==> src/sv/tpci_pkg.sv <==
// ----------------------------------------------------------------------------
// tpci_pkg: shared types and constants of the triangle colour interpolator
// Holds field widths, register indexes, the configuration and geometry
// structures and the colour channel selector.
// ----------------------------------------------------------------------------
package tpci_pkg;

  localparam int unsigned COORD_BITS_DEF = 10;
  localparam int unsigned FRAC_BITS_DEF  = 4;

  // Field widths of the channels and the register port.
  localparam int unsigned XW    = 10;
  localparam int unsigned CHW   = 8;
  localparam int unsigned LANES = 3;
  localparam int unsigned AW    = 5;
  localparam int unsigned IW    = 3;
  localparam int unsigned DATW  = 32;

  // Arithmetic widths: vertex, edge, absolute determinant, numerator.
  localparam int unsigned VW   = 16;
  localparam int unsigned EW   = VW + 1;
  localparam int unsigned DETW = 2 * EW;
  localparam int unsigned PW   = DETW + CHW;
  localparam int unsigned NNW  = PW + 1;
  localparam int unsigned DDW  = DETW + 1;
  localparam int unsigned QB   = CHW;

  localparam logic [IW-1:0] REG_VERTEX_A = 3'd0;
  localparam logic [IW-1:0] REG_VERTEX_B = 3'd1;
  localparam logic [IW-1:0] REG_VERTEX_C = 3'd2;
  localparam logic [IW-1:0] REG_COLOR_A  = 3'd3;
  localparam logic [IW-1:0] REG_COLOR_B  = 3'd4;
  localparam logic [IW-1:0] REG_COLOR_C  = 3'd5;

  typedef struct packed {
    logic [31:0] vertex_a;
    logic [31:0] vertex_b;
    logic [31:0] vertex_c;
    logic [23:0] color_a;
    logic [23:0] color_b;
    logic [23:0] color_c;
  } cfg_t;

  // Barycentric weights scaled by the absolute determinant.
  typedef struct packed {
    logic            cov;
    logic [DETW-1:0] w0;
    logic [DETW-1:0] wp;
    logic [DETW-1:0] wq;
    logic [DETW-1:0] det;
  } geo_t;

  typedef struct packed {
    logic [XW-1:0] x;
    logic [XW-1:0] y;
    logic          cov;
  } side_t;

  // Lane 0 is red, lane 1 green, lane 2 blue.
  function automatic logic [CHW-1:0] chan_of(logic [23:0] c, int unsigned lane);
    return c[CHW*(LANES-1-lane) +: CHW];
  endfunction

endpackage

==> src/sv/tpci_div.sv <==
// ----------------------------------------------------------------------------
// tpci_div: pipelined restoring divider
// One quotient bit per stage for each colour lane, most significant first.
// ----------------------------------------------------------------------------
module tpci_div (
  input  logic                     clk_i,
  input  logic [tpci_pkg::QB-1:0]  en_i,
  input  logic [tpci_pkg::NNW-1:0] n_i [tpci_pkg::LANES],
  input  logic [tpci_pkg::DDW-1:0] d_i,
  output logic [tpci_pkg::CHW-1:0] q_o [tpci_pkg::LANES]
);
  import tpci_pkg::*;

  logic [NNW-1:0] rem_q [QB-1][LANES];
  logic [DDW-1:0] dv_q  [QB-1];
  logic [CHW-1:0] qt_q  [QB-1][LANES];
  logic [CHW-1:0] qf_q  [LANES];

  for (genvar s = 0; s < QB; s++) begin : g_stage
    localparam int unsigned B = QB - 1 - s;

    logic [NNW-1:0] rin  [LANES];
    logic [CHW-1:0] qin  [LANES];
    logic [NNW-1:0] rout [LANES];
    logic [CHW-1:0] qout [LANES];
    logic [DDW-1:0] din;
    logic [NNW-1:0] trial;

    if (s == 0) begin : g_first
      assign din = d_i;
      for (genvar l = 0; l < LANES; l++) begin : g_l
        assign rin[l] = n_i[l];
        assign qin[l] = '0;
      end
    end else begin : g_next
      assign din = dv_q[s-1];
      for (genvar l = 0; l < LANES; l++) begin : g_l
        assign rin[l] = rem_q[s-1][l];
        assign qin[l] = qt_q[s-1][l];
      end
    end

    assign trial = NNW'(din) << B;

    always_comb begin
      for (int l = 0; l < LANES; l++) begin
        if (rin[l] >= trial) begin
          rout[l] = rin[l] - trial;
          qout[l] = qin[l] | (CHW'(1) << B);
        end else begin
          rout[l] = rin[l];
          qout[l] = qin[l];
        end
      end
    end

    if (s < QB - 1) begin : g_reg
      always_ff @(posedge clk_i) begin
        if (en_i[s]) begin
          rem_q[s] <= rout;
          qt_q[s]  <= qout;
          dv_q[s]  <= din;
        end
      end
    end else begin : g_last
      always_ff @(posedge clk_i) begin
        if (en_i[s]) begin
          qf_q <= qout;
        end
      end
    end
  end

  assign q_o = qf_q;

endmodule

==> config.mk <==
export PLATFORM = sky130hd
export DESIGN_NAME = tpci_div
export DESIGN_NICKNAME = d
export VERILOG_FILES = /design/src/sv/tpci_pkg.sv /design/src/sv/tpci_div.sv
export SDC_FILE = /design/constraint.sdc
export NUM_CORES = 2
export LEC_CHECK = 0
export BUFFER_PORTS_ARGS = -buffer_cell sky130_fd_sc_hd__buf_4
export CAP_MARGIN = 5
export CORE_ASPECT_RATIO = 1.5
export CORE_MARGIN = 5
export CORE_UTILIZATION = 46
export DETAILED_ROUTE_END_ITERATION = 8
export HOLD_SLACK_MARGIN = 0.05
export PLACE_DENSITY = 0.61
export REMOVE_ABC_BUFFERS = 1
export SYNTH_ARGS = -nofsm -noshare
export SYNTH_HDL_FRONTEND = slang
export SYNTH_SLANG_ARGS = --single-unit
==> constraint.sdc <==
create_clock -name clk_i -period 7.9 [get_ports clk_i]
set_input_delay 0.79 -clock clk_i [delete_from_list [all_inputs] [get_ports clk_i]]
set_output_delay 0.79 -clock clk_i [all_outputs]
set_load 0.03 [all_outputs]
; After elaboration in Yosys (flattened, before gate mapping)
; Memory sizes are Yosys's and may differ from the RTL's.
; Cells that the tools add are included.
[word_totals]
regBits = 24
latch_bits = 0
mem_bits_rw = 1316
rom_bits = 0
inputBits = 173
wordCells = 110
memories = 3
[op_classes]
add_sub_neg = 21
multipliers = 0
div = 0
order_cmp = 24
n_eq_ne = 0
shift = 0
mux = 56
bitwise = 0
n_reduce_logical = 0
[memory_table]
columns = name, words, width, read_ports, rd_ports_with_merged_regs, write_ports, line
row1 = rem_q, 7, 129, 7, 0, 7, tpci_div.sv:14  ; logic [NNW-1:0] rem_q [QB-1][LANES];
row2 = dv_q, 7, 35, 7, 0, 7, tpci_div.sv:15  ; logic [DDW-1:0] dv_q [QB-1];
row3 = qt_q, 7, 24, 7, 0, 7, tpci_div.sv:16  ; logic [CHW-1:0] qt_q [QB-1][LANES];
[op_table]
columns = op, n
row1 = $mux 43, 21
row2 = $ge 43x35->1, 3
row3 = $ge 43x36->1, 3
row4 = $ge 43x37->1, 3
row5 = $ge 43x38->1, 3
row6 = $ge 43x39->1, 3
row7 = $ge 43x40->1, 3
row8 = $ge 43x41->1, 3
row9 = $ge 43x42->1, 3
row10 = $sub 43x36->43, 3
row11 = $sub 43x37->43, 3
row12 = $sub 43x38->43, 3
row13 = $sub 43x39->43, 3
row14 = $sub 43x40->43, 3
row15 = $sub 43x41->43, 3
row16 = $sub 43x42->43, 3
row17 = $mux 8, 3
row18 = $mux 7, 3
row19 = $mux 6, 3
row20 = $mux 5, 3
row21 = $mux 1, 14
row22 = $mux 4, 3
row23 = $mux 3, 3
row24 = $mux 2, 3

; Longest topological paths before layout
; An unclocked memory read counts as a cell.
[depth]
word_depth = 3
depth_mapped = 17
mapped_depth_nobuf = 16

; Least setup slack after synthesis
; No wires, ideal clock.
[synth_path]
path_type = input-to-reg
start = input n_i[7] in the netlist's numbering
end = memory rem_q[0][16] in the netlist's numbering, data pin
t_arrival_ns = 3.796
path_slack_ns = 3.844
cell_stages = 15
path_buffers = 1
cell_sequence = inv_1 ha_1 inv_1 fa_1 a21o_1 a221oi_1 a21oi_1 a21boi_1 o31ai_2 a31oi_1 o31a_1 o41ai_2 a21oi_2 buf_2 mux2_2
[synth_rtl]
columns = element, line
row1 = "start, declared", tpci_div.sv:8  ; input logic [tpci_pkg::NNW-1:0] n_i [tpci_pkg::LANES],
row2 = "end, declared", tpci_div.sv:14

==> results_dict.tcl <==
set metrics [dict create \
    crit_family "compound AO/OA/AOI/OAI gates" \
    grt_pass1_vias 71500 \
    hold_start "d_i[2]" \
    final.setup_skew_ns 0.0816 \
    crit_path_start_kind "flip-flop" \
    worstHoldEndpoint "dv_q[0][2]" \
    finalCritPeriodShare_pct 69.1 \
    slew_violations 0 \
    crit_start "dv_q[0][4]" \
    switching_share_pct 41.4 \
    syn_area_per_cell_um2 9.88 \
    drtIter0Drc 4474 \
    viasPerCell 5.87 \
    cts_max_path_buffers 4 \
    grt_pass1_wl_um 444000 \
    cts-htree-levels 4 \
    wl_met3_um 8020 \
    pwr-share-comb_pct 49.5 \
    finalPower_mw 36.8 \
    die_h_um 547 \
    stdcell_count 11700 \
    clock-root-buffer "clkbuf_16" \
    p_int_mw 21.6 \
    numCtsBuffers 142 \
    ant_nets 0 \
    period_minus_slack_ns 5.46 \
    rr_worst_depth 13 \
    num_vias 68800 \
    hold_viol_final 0 \
    drtPass1Iterations 5 \
    start_util_pct 46.1 \
    required_ns 8.41 \
    final_nets 10100 \
    dp_hpwl_um 256000 \
    power.density_nw_per_um2 378 \
    reg2reg_slack_ns 2.44 \
    top_layer_used "met4" \
    fmax_ghz 0.183 \
    ys_warn_count 0 \
    tightest_slew_ns 1.34 \
    cts_sinks 1256 \
    grt_start_max_net_pins 135 \
    yosys_register_bits 1256 \
    fp.coreArea_um2 192000 \
    cpPeakStageDelay_ns 0.82 \
    met2_length_um 164000 \
    gp_congestion 0.980 \
    drt_wl_total_um 306000 \
    synth-main-ff-cell "edfxtp_1" \
    leakage_nw 39.8 \
    m1WireLength_um 103000 \
    synth_edf_count 1256 \
    clk_pin_slew_ns 0.06 \
    setup_viol 0 \
    synthesis.area_um2 88300 \
    cap_violations 0 \
    clkLatencyLatePin_ns 0.82 \
    post-cts-setup-buffers 0 \
    status "finished, final reports clean" \
    r2r_start "dv_q[0][4]" \
    path_buf_inv 3 \
    seqPwrFrac_pct 32.4 \
    die_x_um 368 \
    arrival_ns 5.97 \
    synthDistinctLibCells 107 \
    grt_usage_pct 29.7 \
    reg2reg_to "rem_q[1][22]" \
    place_ws_ns 2.41 \
    post_cts_resized 0 \
    placedCellCount 11400 \
    ir_drop_mv 0.162 \
    yosysTopAreaCell "edfxtp_1" \
    relSlewSlack_pct 9.24 \
    grt_overflow 0 \
    rsz0062_at_grt "false" \
    cp-end-kind "flip-flop" \
    rows 197 \
    worstPathMaxFanout 41 \
    dieArea_um2 201000 \
    ctsHoldBuffers 0 \
    antenna_found_initial 9 \
    power.switching_mw 15.3 \
    cts_tree "done" \
    ioPinCount 197 \
    timing.final.ws_setup_ns 2.44 \
    hold_depth 1 \
    synth_top_area_share_pct 42.7 \
    path_cells "inv_1, ha_1, and2_1, a221o_1, a311oi_1, o21ai_0, a221o_1, a311oi_1, buf_4, o31ai_1, a31oi_4, buf_4, o21ai_0" \
    syn_inst 8937 \
    tns_ns 0 \
    seq_area_frac_synth_pct 42.7 \
    critical_path_class "reg2reg" \
    clock_power_share_pct 18.1 \
    async_reset_ff_share_pct 0 \
    drc 0 \
    ys_top_cells_by_area "edfxtp_1 43%, ha_1 12%, a21oi_1 4.7%" \
    io_buffers 196 \
    routedWlPerCell_um 26.1 \
    area.growth.synth_to_final_pct 10.4 \
    crit_path_top_delay_cell "a31oi_4" \
    worst_hold_path_type "in2reg" \
    drive_gt1_share_pct 7.64 \
]
[cell usage in the layout, fill, tap and decap left out, types with 111 or more instances in the layout]
master and count:
edfxtp_1 1256, nand2_1 843, ha_1 840, a21oi_1 830, o21ai_0 772, nor2_1 551
a21o_1 509, inv_1 505, xnor2_1 397, xor2_1 312, buf_4 254, clkbuf_16 147
nand4_1 145, nand3_1 142, nand2b_1 111
[per-layer routing]
layer  GRT usage, %  vias up
met1           27.8    32700
li1               -    33600
met5              0        -
met4           25.0        0
met3           2.35      727
met2           57.6     1721
[metrics by stage]
| stage | hold slack, ns | util, % | cell area, µm² |
|---|---|---|---|
| finish | 0.154 | 50.9 | 97500 |
| global route | 0.111 | 50.9 | 97500 |
| CTS | 0.0864 | 50.9 | 97400 |
| detailed placement | 0.405 | 48.5 | 92800 |
| global placement | 0.401 | 48.4 | 92800 |
| floorplan | 0.400 | - | 87300 |
[power groups by stage]
stage                     clock, mW  sequential, mW  combinational, mW
after detailed placement          0            12.0               18.0
final                          6.67            11.9               18.2
after floorplan                   0            11.3               12.7
after global routing           7.08            12.1               19.9
after CTS                      6.84            11.9               18.1
after global placement            0            12.0               17.7
[kinds of logic (layout without fill, tap and decap cells)]
family	Yosys count	after routing	share of synthesized area, %
muxes	117	117	1.47
and+or+nand+nor	2375	2375	12.8
other	0	23	0
DFF	1256	1256	42.7
buffers and inverters	759	1024	3.31
adders and majority gates	861	861	12.4
AOI/OAI and AO/OA	2860	2860	20.3
xor gates and xnor gates	709	709	7.03
[cells in the mapped netlist (30+ instances only)]
library cell,instances
nor3_1,106
o21bai_1,91
and3_1,90
o211ai_1,34
inv_1,505
a211o_1,30
nand4_1,145
ha_1,840
xor2_1,312
a21o_1,510
nor2b_1,108
a31oi_1,68
o31ai_1,51
a21oi_1,830
a211oi_1,57
xnor2_1,397
mux2_2,101
or3_1,37
nand3_1,143
and2_1,44
nand2b_1,111
buf_2,43
nor4_1,61
o21a_1,86
nor2_1,553
edfxtp_1,1256
clkbuf_1,185
o21ai_0,772
nand2_1,843
[state kept, by name (all words and copies together) (netlist names)]
register,count
dv_q,245
q_o,24
qt_q,84
rem_q,903
[worst max path at each step]
| stage | to | slack (ns) | cells after the start |
|---|---|---|---|
| finish | rem_q[1][22] | 2.44 | 13 |
| global route | rem_q[1][22] | 2.30 | 13 |
| CTS | rem_q[1][22] | 2.48 | 13 |
| detailed placement | rem_q[0][120] | 2.41 | 17 |
| global placement | rem_q[0][117] | 2.31 | 17 |
| floorplan | rem_q[2][41] | -0.88 | 13 |
[cell type report]
class                           instances  area, µm²
Antenna cell                           23       57.6
Clock buffer                          164       3740
Timing Repair Buffer                  271       2180
Multi-Input combinational cell       6922      47900
Inverter                              509       1910
Tap cell                             2487       3110
Fill cell                           17600      94100
Clock inverter                         80        846
Sequential cell                      1256      37700
No activity file was read; power rests on OpenSTA's default activity.
