===== src/sv/tpci_pkg.sv =====
// ----------------------------------------------------------------------------
// tpci_pkg: shared types and constants of the triangle colour interpolator
// Holds field widths, register indexes, the configuration and geometry
// structures and the colour channel selector.
// ----------------------------------------------------------------------------
package tpci_pkg;

  localparam int unsigned COORD_BITS_DEF = 10;
  localparam int unsigned FRAC_BITS_DEF  = 4;

  // Field widths of the channels and the register port.
  localparam int unsigned XW    = 10;
  localparam int unsigned CHW   = 8;
  localparam int unsigned LANES = 3;
  localparam int unsigned AW    = 5;
  localparam int unsigned IW    = 3;
  localparam int unsigned DATW  = 32;

  // Arithmetic widths: vertex, edge, absolute determinant, numerator.
  localparam int unsigned VW   = 16;
  localparam int unsigned EW   = VW + 1;
  localparam int unsigned DETW = 2 * EW;
  localparam int unsigned PW   = DETW + CHW;
  localparam int unsigned NNW  = PW + 1;
  localparam int unsigned DDW  = DETW + 1;
  localparam int unsigned QB   = CHW;

  localparam logic [IW-1:0] REG_VERTEX_A = 3'd0;
  localparam logic [IW-1:0] REG_VERTEX_B = 3'd1;
  localparam logic [IW-1:0] REG_VERTEX_C = 3'd2;
  localparam logic [IW-1:0] REG_COLOR_A  = 3'd3;
  localparam logic [IW-1:0] REG_COLOR_B  = 3'd4;
  localparam logic [IW-1:0] REG_COLOR_C  = 3'd5;

  typedef struct packed {
    logic [31:0] vertex_a;
    logic [31:0] vertex_b;
    logic [31:0] vertex_c;
    logic [23:0] color_a;
    logic [23:0] color_b;
    logic [23:0] color_c;
  } cfg_t;

  // Barycentric weights scaled by the absolute determinant.
  typedef struct packed {
    logic            cov;
    logic [DETW-1:0] w0;
    logic [DETW-1:0] wp;
    logic [DETW-1:0] wq;
    logic [DETW-1:0] det;
  } geo_t;

  typedef struct packed {
    logic [XW-1:0] x;
    logic [XW-1:0] y;
    logic          cov;
  } side_t;

  // Lane 0 is red, lane 1 green, lane 2 blue.
  function automatic logic [CHW-1:0] chan_of(logic [23:0] c, int unsigned lane);
    return c[CHW*(LANES-1-lane) +: CHW];
  endfunction

endpackage


===== src/sv/tpci_cfg.sv =====
// ----------------------------------------------------------------------------
// tpci_cfg: triangle configuration registers
// APB-style register file holding the three vertices and their colours.
// ----------------------------------------------------------------------------
module tpci_cfg (
  input  logic                      clk_i,
  input  logic                      rst_ni,
  input  logic                      psel,
  input  logic                      penable,
  input  logic                      pwrite,
  input  logic [tpci_pkg::AW-1:0]   paddr,
  input  logic [tpci_pkg::DATW-1:0] pwdata,
  output logic [tpci_pkg::DATW-1:0] prdata,
  output logic                      pready,
  output tpci_pkg::cfg_t            cfg_o
);
  import tpci_pkg::*;

  cfg_t            cfg_q;
  logic [IW-1:0]   idx;
  logic            wr;

  assign idx    = paddr[AW-1:2];
  assign pready = 1'b1;
  assign wr     = psel && penable && pwrite;
  assign cfg_o  = cfg_q;

  always_ff @(posedge clk_i or negedge rst_ni) begin
    if (!rst_ni) begin
      cfg_q <= '0;
    end else if (wr) begin
      unique case (idx)
        REG_VERTEX_A: cfg_q.vertex_a <= pwdata;
        REG_VERTEX_B: cfg_q.vertex_b <= pwdata;
        REG_VERTEX_C: cfg_q.vertex_c <= pwdata;
        REG_COLOR_A:  cfg_q.color_a  <= pwdata[23:0];
        REG_COLOR_B:  cfg_q.color_b  <= pwdata[23:0];
        REG_COLOR_C:  cfg_q.color_c  <= pwdata[23:0];
        default: ;
      endcase
    end
  end

  always_comb begin
    unique case (idx)
      REG_VERTEX_A: prdata = cfg_q.vertex_a;
      REG_VERTEX_B: prdata = cfg_q.vertex_b;
      REG_VERTEX_C: prdata = cfg_q.vertex_c;
      REG_COLOR_A:  prdata = DATW'(cfg_q.color_a);
      REG_COLOR_B:  prdata = DATW'(cfg_q.color_b);
      REG_COLOR_C:  prdata = DATW'(cfg_q.color_c);
      default:      prdata = '0;
    endcase
  end

endmodule


===== config.mk =====
export PLATFORM = sky130hd
export DESIGN_NAME = tpci_cfg
export DESIGN_NICKNAME = d
export VERILOG_FILES = /design/src/sv/tpci_pkg.sv /design/src/sv/tpci_cfg.sv
export SDC_FILE = /design/constraint.sdc
export NUM_CORES = 1
export LEC_CHECK = 0
export BUFFER_PORTS_ARGS = -buffer_cell sky130_fd_sc_hd__buf_2
export CELL_PAD_IN_SITES_DETAIL_PLACEMENT = 1
export CELL_PAD_IN_SITES_GLOBAL_PLACEMENT = 1
export CORE_MARGIN = 4
export CORE_UTILIZATION = 41
export CTS_CLUSTER_DIAMETER = 50
export DETAILED_ROUTE_END_ITERATION = 16
export GPL_TIMING_DRIVEN = 0
export PLACE_DENSITY_LB_ADDON = 0.15
export SETUP_SLACK_MARGIN = 0.02
export SLEW_MARGIN = 20
export SYNTH_ARGS = -nofsm -noshare
export SYNTH_HDL_FRONTEND = slang
export SYNTH_SLANG_ARGS = --single-unit

===== constraint.sdc =====
create_clock -name clk_i -period 2 [get_ports clk_i]
set_input_delay 0.4 -clock clk_i [delete_from_list [all_inputs] [get_ports clk_i]]
set_output_delay 0.4 -clock clk_i [all_outputs]
set_load 0.02 [all_outputs]

; Yosys cells after proc, flatten, opt, wreduce, memory -nomap -nowiden
; Index checks and enable logic that the tools add are counted.
[word_totals]
latchBits = 0
memories = 0
ff_bits = 168
wordCells = 21
output_inout_bits = 201
rom_bits = 0
ramBits = 0
inputBits = 42
[classes]
n_shift = 0
magnitude_cmp = 0
n_mux = 1
div_mod_pow = 0
n_reduce_logical = 9
n_mul = 0
n_eq_ne = 5
n_bitwise = 0
n_addsub = 0
[ops]
columns = op, n
row1 = $pmux W32 S6, 1
row2 = $reduce_and A2 Y1, 6
row3 = $eq A3 B2 Y1 const B, 2
row4 = $eq A3 B3 Y1 const B, 2
row5 = $eq A3 B1 Y1 const B, 1
row6 = $logic_not A3 Y1, 1
row7 = $logic_and A1 B1 Y1, 2

; Logic depth before layout (Yosys ltp)
; Gate-level depths: netlist of run 1.
[depth]
ltp_word = 3
ltp_mapped = 6
mapped_depth_nobuf = 3

; Least setup slack after synthesis of run 1
; OpenSTA, ideal clock, no wires.
[synth_timing]
path_kind = input-to-output
startpoint = in paddr[4] (netlist name)
endpoint = out prdata[0] (netlist name)
path_stages = 5
slack_ps = 3
path_buffers = 2
required_time_ps = 1600
t_arrival_ps = 1597
cell_sequence = buf_4 > nor2b_1 > clkbuf_1 > a221oi_1 > a31oi_1
[synth_via]
elab_chain_len = 2
word_cells_on_any_way = 7
cone_classes = eq/ne: 5 / mux: 1 / reduce/logical: 1
[synth_rtl]
columns = item, line
row1 = start: declaration, tpci_cfg.sv:11  ; input logic [tpci_pkg::AW-1:0] paddr,
row2 = "$eq A3 B3 Y1, or another cell as far along", tpci_cfg.sv:45  ; unique case (idx)
row3 = $pmux W32 S6 (*), tpci_cfg.sv:45
row4 = end: declaration, tpci_cfg.sv:13  ; output logic [tpci_pkg::DATW-1:0] prdata,
; Every way passes the cells marked *; elsewhere a longest branch is shown, timed or not.

; Worst setup path after layout of run 1
[layout_timing]
startpoint = in paddr[3] (netlist name)
endpoint = out prdata[15] (netlist name)
; Same word-level chain as after synthesis.

==> flow_metrics.py, run 1 <==
metrics = {
    "worst_setup_path": {
        "cp-end-kind": "output port",
        "crit_arrival_ns": 1.67,
        "cp-start-kind": "primary input",
        "required_ns": 1.60,
        "critical_path_class": "primary input to output port",
        "r2r_cells": 3,
        "worstPathMaxFanout": 10,
    },
    "clocking": {
        "clockBufferDepth": 2,
        "clock_sinks": 168,
        "ctsHoldBuffers": 0,
        "cts_buffers": 17,
        "clkTransAtPathRegs_ns": 0.07,
        "htree_num_levels": 4,
        "clk_latency_ns": 0.42,
        "cts_root_buf": "clkbuf_16",
        "tritoncts": "done",
    },
    "route": {
        "final_antenna_net_count": 0,
        "routed_via_density": 5.39,
        "first_pass_iters": 4,
        "drc": 0,
        "drt_iter0_drc": 260,
        "routed_wl_um": 27100,
        "routedWlPerCell_um": 24.7,
        "routed-via-count": 5916,
    },
    "place": {
        "placed_area_um2": 9300,
        "place_congestion": 0.816,
        "dp.final_hpwl_um": 18400,
        "io_buffers": 237,
        "placed_cells": 1036,
    },
    "pwr": {
        "leakagePower_nw": 5.31,
        "pwr-share-clk_pct": 28.7,
        "internal_power_mw": 7.57,
        "combPwrFrac_pct": 31.6,
        "switchingPower_mw": 3.98,
        "p_seq_share_pct": 39.8,
        "ir_drop_v": 0.000563,
        "p_per_area_nw_per_um2": 1090,
        "netSwitchingFraction_pct": 34.5,
        "p_total_mw": 11.5,
    },
    "synth": {
        "ys_ff_latch": 168,
        "synth-compound-area-share_pct": 4.69,
        "synthAdderAreaFrac_pct": 0,
        "synth_cell_types": 30,
        "synth_area_um2": 7770,
        "synthArstFlopShare_pct": 100,
        "synth_ff_type": "dfrtp_1",
        "yosysSeqAreaShare_pct": 54.1,
        "syn_nets": 606,
        "yosys.area_share.simple_pct": 5.51,
        "ys_warn_count": 0,
        "synth-xor-area-share_pct": 0,
        "synthMuxAreaShare_pct": 32.7,
        "synth_top_family_by_area": "multiplexers",
        "syn_avg_cell_area_um2": 13.8,
        "synthCells": 564,
        "synth-edff-count": 0,
    },
    "sta": {
        "finalCriticalPeriod_ns": 2.07,
        "timing_hold_violations_final": 2,
        "fmax_mhz": 483,
        "skew_ns": 0,
        "rsz0062_at_grt": "yes",
        "whs_ns": -0.00649,
        "final_max_slew_viol_count": 0,
        "fin_ws_ns": -0.0692,
        "slew_headroom_pct": 50.5,
        "worst_slew_pin_slew_ns": 0.743,
        "setup_violations": 4,
        "finalCritPeriodShare_pct": 103,
    },
    "final_layout": {
        "final_cell_area_um2": 10600,
        "area_growth_pct": 35.8,
        "antenna_cells": 0,
        "stdcell_count": 1097,
        "post-route-util_pct": 56.6,
        "mostFrequentLayoutCells": "buf_2, mux2_2, dfrtp_1",
        "largest_reg_flops": 168,
        "final_common_cell": "buf_2",
        "drive_above_1_share_pct": 67.0,
        "nNetsFinal": 892,
    },
    "die": {
        "core_area_um2": 18600,
        "initial_utilization_pct": 41.7,
        "ios": 243,
        "num_rows": 50,
        "die_h_um": 146,
        "dieArea_um2": 21200,
        "die_w_um": 146,
    },
    "grt": {
        "grt_first_pass_wirelength_um": 40900,
        "grt_max_degree": 95,
        "grt_use_total_pct": 25.0,
        "antenna_found_initial": 0,
        "grt_overflow": 0,
        "grt_pass1_vias": 6609,
    },
    "run": {
        "maxCapViolCount": 0,
    },
    "status": {
        "status": "finished with violations",
        "violations": "hold timing, setup timing",
    },
    "hold_path": {
        "hp-class": "primary input to asynchronous set/reset pin",
    },
}
critical path: stages:
cell and delay, ns:
buf_4 0.17, buf_12 0.17, mux2_2 0.35, a221oi_1 0.26, a31oi_1 0.12, buf_4 0.19
worst paths after layout:
kind,start,end,slack (ns)
worst max-delay path,paddr[3],prdata[15],-0.07
worst min-delay path,rst_ni,cfg_o[106],-0.006
worst max register to register,cfg_o[73],cfg_o[73],0.98
worst min register to register,cfg_o[79],cfg_o[79],0.52
max in group asynchronous,rst_ni,cfg_o[153],1.16
min in group clk_i,pwdata[25],cfg_o[129],0.23
power by group through the flow:
stage               combinational [mW]  sequential, mW  clock [mW]
finish                            3.64            4.59        3.31
global route                      3.85            4.68        3.53
CTS                               3.47            4.59        3.36
detailed placement                3.26            4.66           0
global placement                  3.17            4.60           0
floorplan                         1.15            5.38           0
layout make-up:
cell class                      count  area [um2]
Buffer                             39         348
Clock inverter                     10         118
Sequential cell                   168        4200
Inverter                            1        6.26
Tap cell                          234         293
Fill cell                        1938        8090
Multi-Input combinational cell    355        3570
Timing Repair Buffer              268        1540
Clock buffer                       22         474
synthesized netlist by cell type (2+ instances only):
| cell | instances | area share, % |
|---|---|---|
| nand2_1 | 36 | 1.7 |
| o221ai_1 | 14 | 1.6 |
| or2_2 | 8 | 0.64 |
| mux2_1 | 6 | 0.87 |
| nor2_1 | 4 | 0.19 |
| o21ai_0 | 2 | 0.13 |
| a221o_1 | 2 | 0.26 |
| nand3_1 | 2 | 0.13 |
| a221oi_1 | 8 | 0.90 |
| mux2i_1 | 33 | 4.3 |
| buf_6 | 2 | 0.29 |
| mux2_2 | 190 | 28 |
| nor2_4 | 3 | 0.43 |
| a31oi_1 | 7 | 0.56 |
| nor3_2 | 2 | 0.26 |
| dfrtp_1 | 168 | 54 |
| nand2b_1 | 2 | 0.16 |
| clkbuf_1 | 9 | 0.43 |
| a21oi_1 | 18 | 1.2 |
| buf_2 | 17 | 1.1 |
| buf_4 | 11 | 1.1 |
| and3b_1 | 11 | 1.2 |
| nor2b_1 | 2 | 0.16 |
metal layers:
metal	GRT usage [%]	vias up	share of wire, %
li1	-	2633	-
met1	32.0	3068	43
met2	42.9	188	50
met3	6.94	27	5.4
met4	4.94	0	1.5
met5	0	-	0
metrics by stage:
stage               worst slack, ns  setup TNS (ns)
global route                -0.0994          -0.567
detailed placement           -0.622          -17.65
global placement              -2.01         -350.03
CTS                         -0.0291         -0.0979
floorplan                    0.0402               0
finish                      -0.0692          -0.138
logic make-up after synthesis:
logic type | Yosys count
buffers and inverters | 41
AND/OR/NAND/NOR | 73
multiplexers | 229
AO/OA/AOI/OAI | 52
other | 1
flip-flops | 168
repair_timing:
| action | 4_1_cts | 5_1_grt |
|---|---|---|
| cloned | 0 | 1 |
| resized for setup | 77 | 45 |
| endpoints found under the hold margin | 0 | 0 |
| setup endpoints to repair | 32 | 27 |
| pin swaps | 3 | 17 |
| setup buffers | 15 | 14 |
No activity file was read; power rests on OpenSTA's default activity.
==> run 2: changes to the inputs <==
--- a/config.mk
+++ b/config.mk
@@ -6,10 +6,11 @@
 export NUM_CORES = 1
 export LEC_CHECK = 0
 export BUFFER_PORTS_ARGS = -buffer_cell sky130_fd_sc_hd__buf_2
+export CAP_MARGIN = 20
 export CELL_PAD_IN_SITES_DETAIL_PLACEMENT = 1
 export CELL_PAD_IN_SITES_GLOBAL_PLACEMENT = 1
 export CORE_MARGIN = 4
-export CORE_UTILIZATION = 41
+export CORE_UTILIZATION = 37
 export CTS_CLUSTER_DIAMETER = 50
 export DETAILED_ROUTE_END_ITERATION = 16
 export GPL_TIMING_DRIVEN = 0
==> constraint.sdc (replaced) <==
create_clock -name clk_i -period 1.72 [get_ports clk_i]
set_input_delay 0.344 -clock clk_i [delete_from_list [all_inputs] [get_ports clk_i]]
set_output_delay 0.344 -clock clk_i [all_outputs]
set_load 0.02 [all_outputs]
==> run 2 against run 1 <==
The run ends with setup timing left. Global-route usage decreased by 0.86 points. Clock-buffer cell count shrank 2. Routed wire length grew 6.1%. Register-to-register slack lost 0.28 ns. Setup slack worse by 0.16 ns. Combinational power up 33%. Non-clock buffer count is 51 higher. Via count grew 4.6%. Total power rose by 20%. Sequential power rose by 16%. Sequential share of layout area decreased by 2.7 points. Core utilization down 1.3 points. Highest routed layer unchanged.
==> flow_metrics.py, run 2 (synthesized netlist as in run 1, its figures left out) <==
metrics = {
    "status": {
        "status": "finished with violations",
        "violations": "setup timing",
    },
    "worst_setup_path": {
        "cp-end-kind": "output port",
        "slowest_delay_ns": 0.39,
        "crit_arrival_ns": 1.60,
        "crit_family": "flip-flops",
        "cp_slowest_cell": "dfrtp_1",
        "crit_buf_inv": 1,
        "cp-start-kind": "flip-flop",
        "required_ns": 1.38,
        "worstPathMaxFanout": 2,
        "path_cells": "mux2_4 -> a221oi_4 -> a31oi_2 -> buf_4",
        "critical_path_class": "flip-flop to output port",
    },
    "sta": {
        "setup_violations": 24,
        "finalCritPeriodShare_pct": 113,
        "timing_hold_violations_final": 0,
        "finalCriticalPeriod_ns": 1.95,
        "slew_headroom_pct": 53.5,
        "fin_ws_ns": -0.229,
        "worst_slew_pin_slew_ns": 0.697,
        "setup_tns_ns": -3.13,
        "rsz0062_at_grt": "yes",
        "final_max_slew_viol_count": 0,
        "skew_ns": 0,
        "fmax_mhz": 513,
    },
    "clocking": {
        "cts_root_buf": "clkbuf_16",
        "clock_sinks": 168,
        "clkTransAtPathRegs_ns": 0.07,
        "htree_num_levels": 4,
        "clockBufferDepth": 2,
        "clk_latency_ns": 0.42,
        "tritoncts": "done",
        "cts_buffers": 17,
    },
    "final_layout": {
        "antenna_cells": 0,
        "multi_input_area_um2": 3820,
        "area_growth_pct": 45.5,
        "final_common_cell": "buf_2",
        "stdcell_count": 1184,
        "drive_above_1_share_pct": 71.2,
        "nNetsFinal": 943,
        "largest_reg_flops": 168,
        "n_fill_cell": 2109,
        "mostFrequentLayoutCells": "buf_2, mux2_2, dfrtp_1",
        "ff_latch_area_um2": 4200,
    },
    "route": {
        "drc": 0,
        "routed_wl_um": 28800,
        "first_pass_iters": 4,
        "routed-via-count": 6186,
        "drt_iter0_drc": 220,
        "routedWlPerCell_um": 24.3,
        "routed_via_density": 5.22,
        "final_antenna_net_count": 0,
    },
    "run": {
        "maxCapViolCount": 0,
    },
    "place": {
        "placed_cells": 1072,
        "pre_cts_ws_ns": -0.698,
        "dp.final_hpwl_um": 19200,
        "io_buffers": 237,
        "place_congestion": 0.822,
    },
    "grt": {
        "grt_max_degree": 89,
        "grt_use_total_pct": 24.1,
        "grt_first_pass_wirelength_um": 43600,
        "antenna_found_initial": 0,
        "grt_pass1_vias": 6932,
        "grt_overflow": 0,
    },
    "die": {
        "core_area_um2": 20400,
        "ios": 243,
        "num_rows": 52,
        "dieArea_um2": 23400,
        "die_h_um": 153,
        "initial_utilization_pct": 38.0,
        "die_w_um": 153,
    },
    "hold_path": {
        "hp-class": "primary input to flip-flop",
    },
    "pwr": {
        "ir_drop_v": 0.000672,
        "leakagePower_nw": 5.64,
        "p_per_area_nw_per_um2": 1220,
    },
}
-- run 2: cell type report --
cell class	count	area share, %
clock buffers	20	3.86
plain buffers	38	3.28
repair buffers	320	17.8
inverters	1	0.0775
multi-input cells	355	33.8
flip-flops and latches	168	37.2
clock inverters	12	1.04
well taps	270	2.99
-- run 2: path summary, 6_finish.rpt --
check                            from          to  slack, ns  cells after the start
min                        pwdata[25]  cfg_o[161]       0.17                      2
max                        cfg_o[149]  prdata[13]      -0.23                      4
min in group asynchronous      rst_ni  cfg_o[138]       0.51                      2
max in group asynchronous      rst_ni  cfg_o[153]       0.35                      3
max reg2reg                cfg_o[149]  cfg_o[149]       0.70                      3
min reg2reg                cfg_o[109]  cfg_o[109]       0.51                      1
-- run 2: repair_timing --
item / CTS / global route
pin swaps: 32 / 15
gates cloned: 1 / 0
buffers inserted: 62 / 18
hold endpoints to repair: 87 / 0
hold buffers: 1 / 0
resized for setup: 141 / 37
endpoints found under the setup margin: 32 / 32
-- run 2: power breakdown --
| part | internal (mW) | switching, mW | leakage [nW] |
|---|---|---|---|
| combinational | 2.21 | 2.62 | 3.23 |
| sequential | 4.73 | 0.598 | 2.15 |
| clock | 2.01 | 1.67 | 0.258 |
-- run 2: metrics by stage --
stage / power [mW] / util (%) / area, um2 / hold WS [ns]
final: 13.8 / 55.3 / 11300 / 0.174
after global routing: 14.5 / 55.3 / 11300 / 0.163
after CTS: 13.6 / 53.8 / 11000 / 0.159
after detailed placement: 9.26 / 46.2 / 9430 / 0.400
after global placement: 9.09 / 46.0 / 9400 / 0.488
after floorplan: 7.63 / - / 7870 / 0.0484
-- run 2: metal layers --
layer	track usage (%)	share of wire (%)	vias to the layer above
li1	-	-	2737
met1	31.0	43	3220
met2	41.4	50	200
met3	5.71	5.5	29
met4	5.98	1.6	0
met5	0	0	-
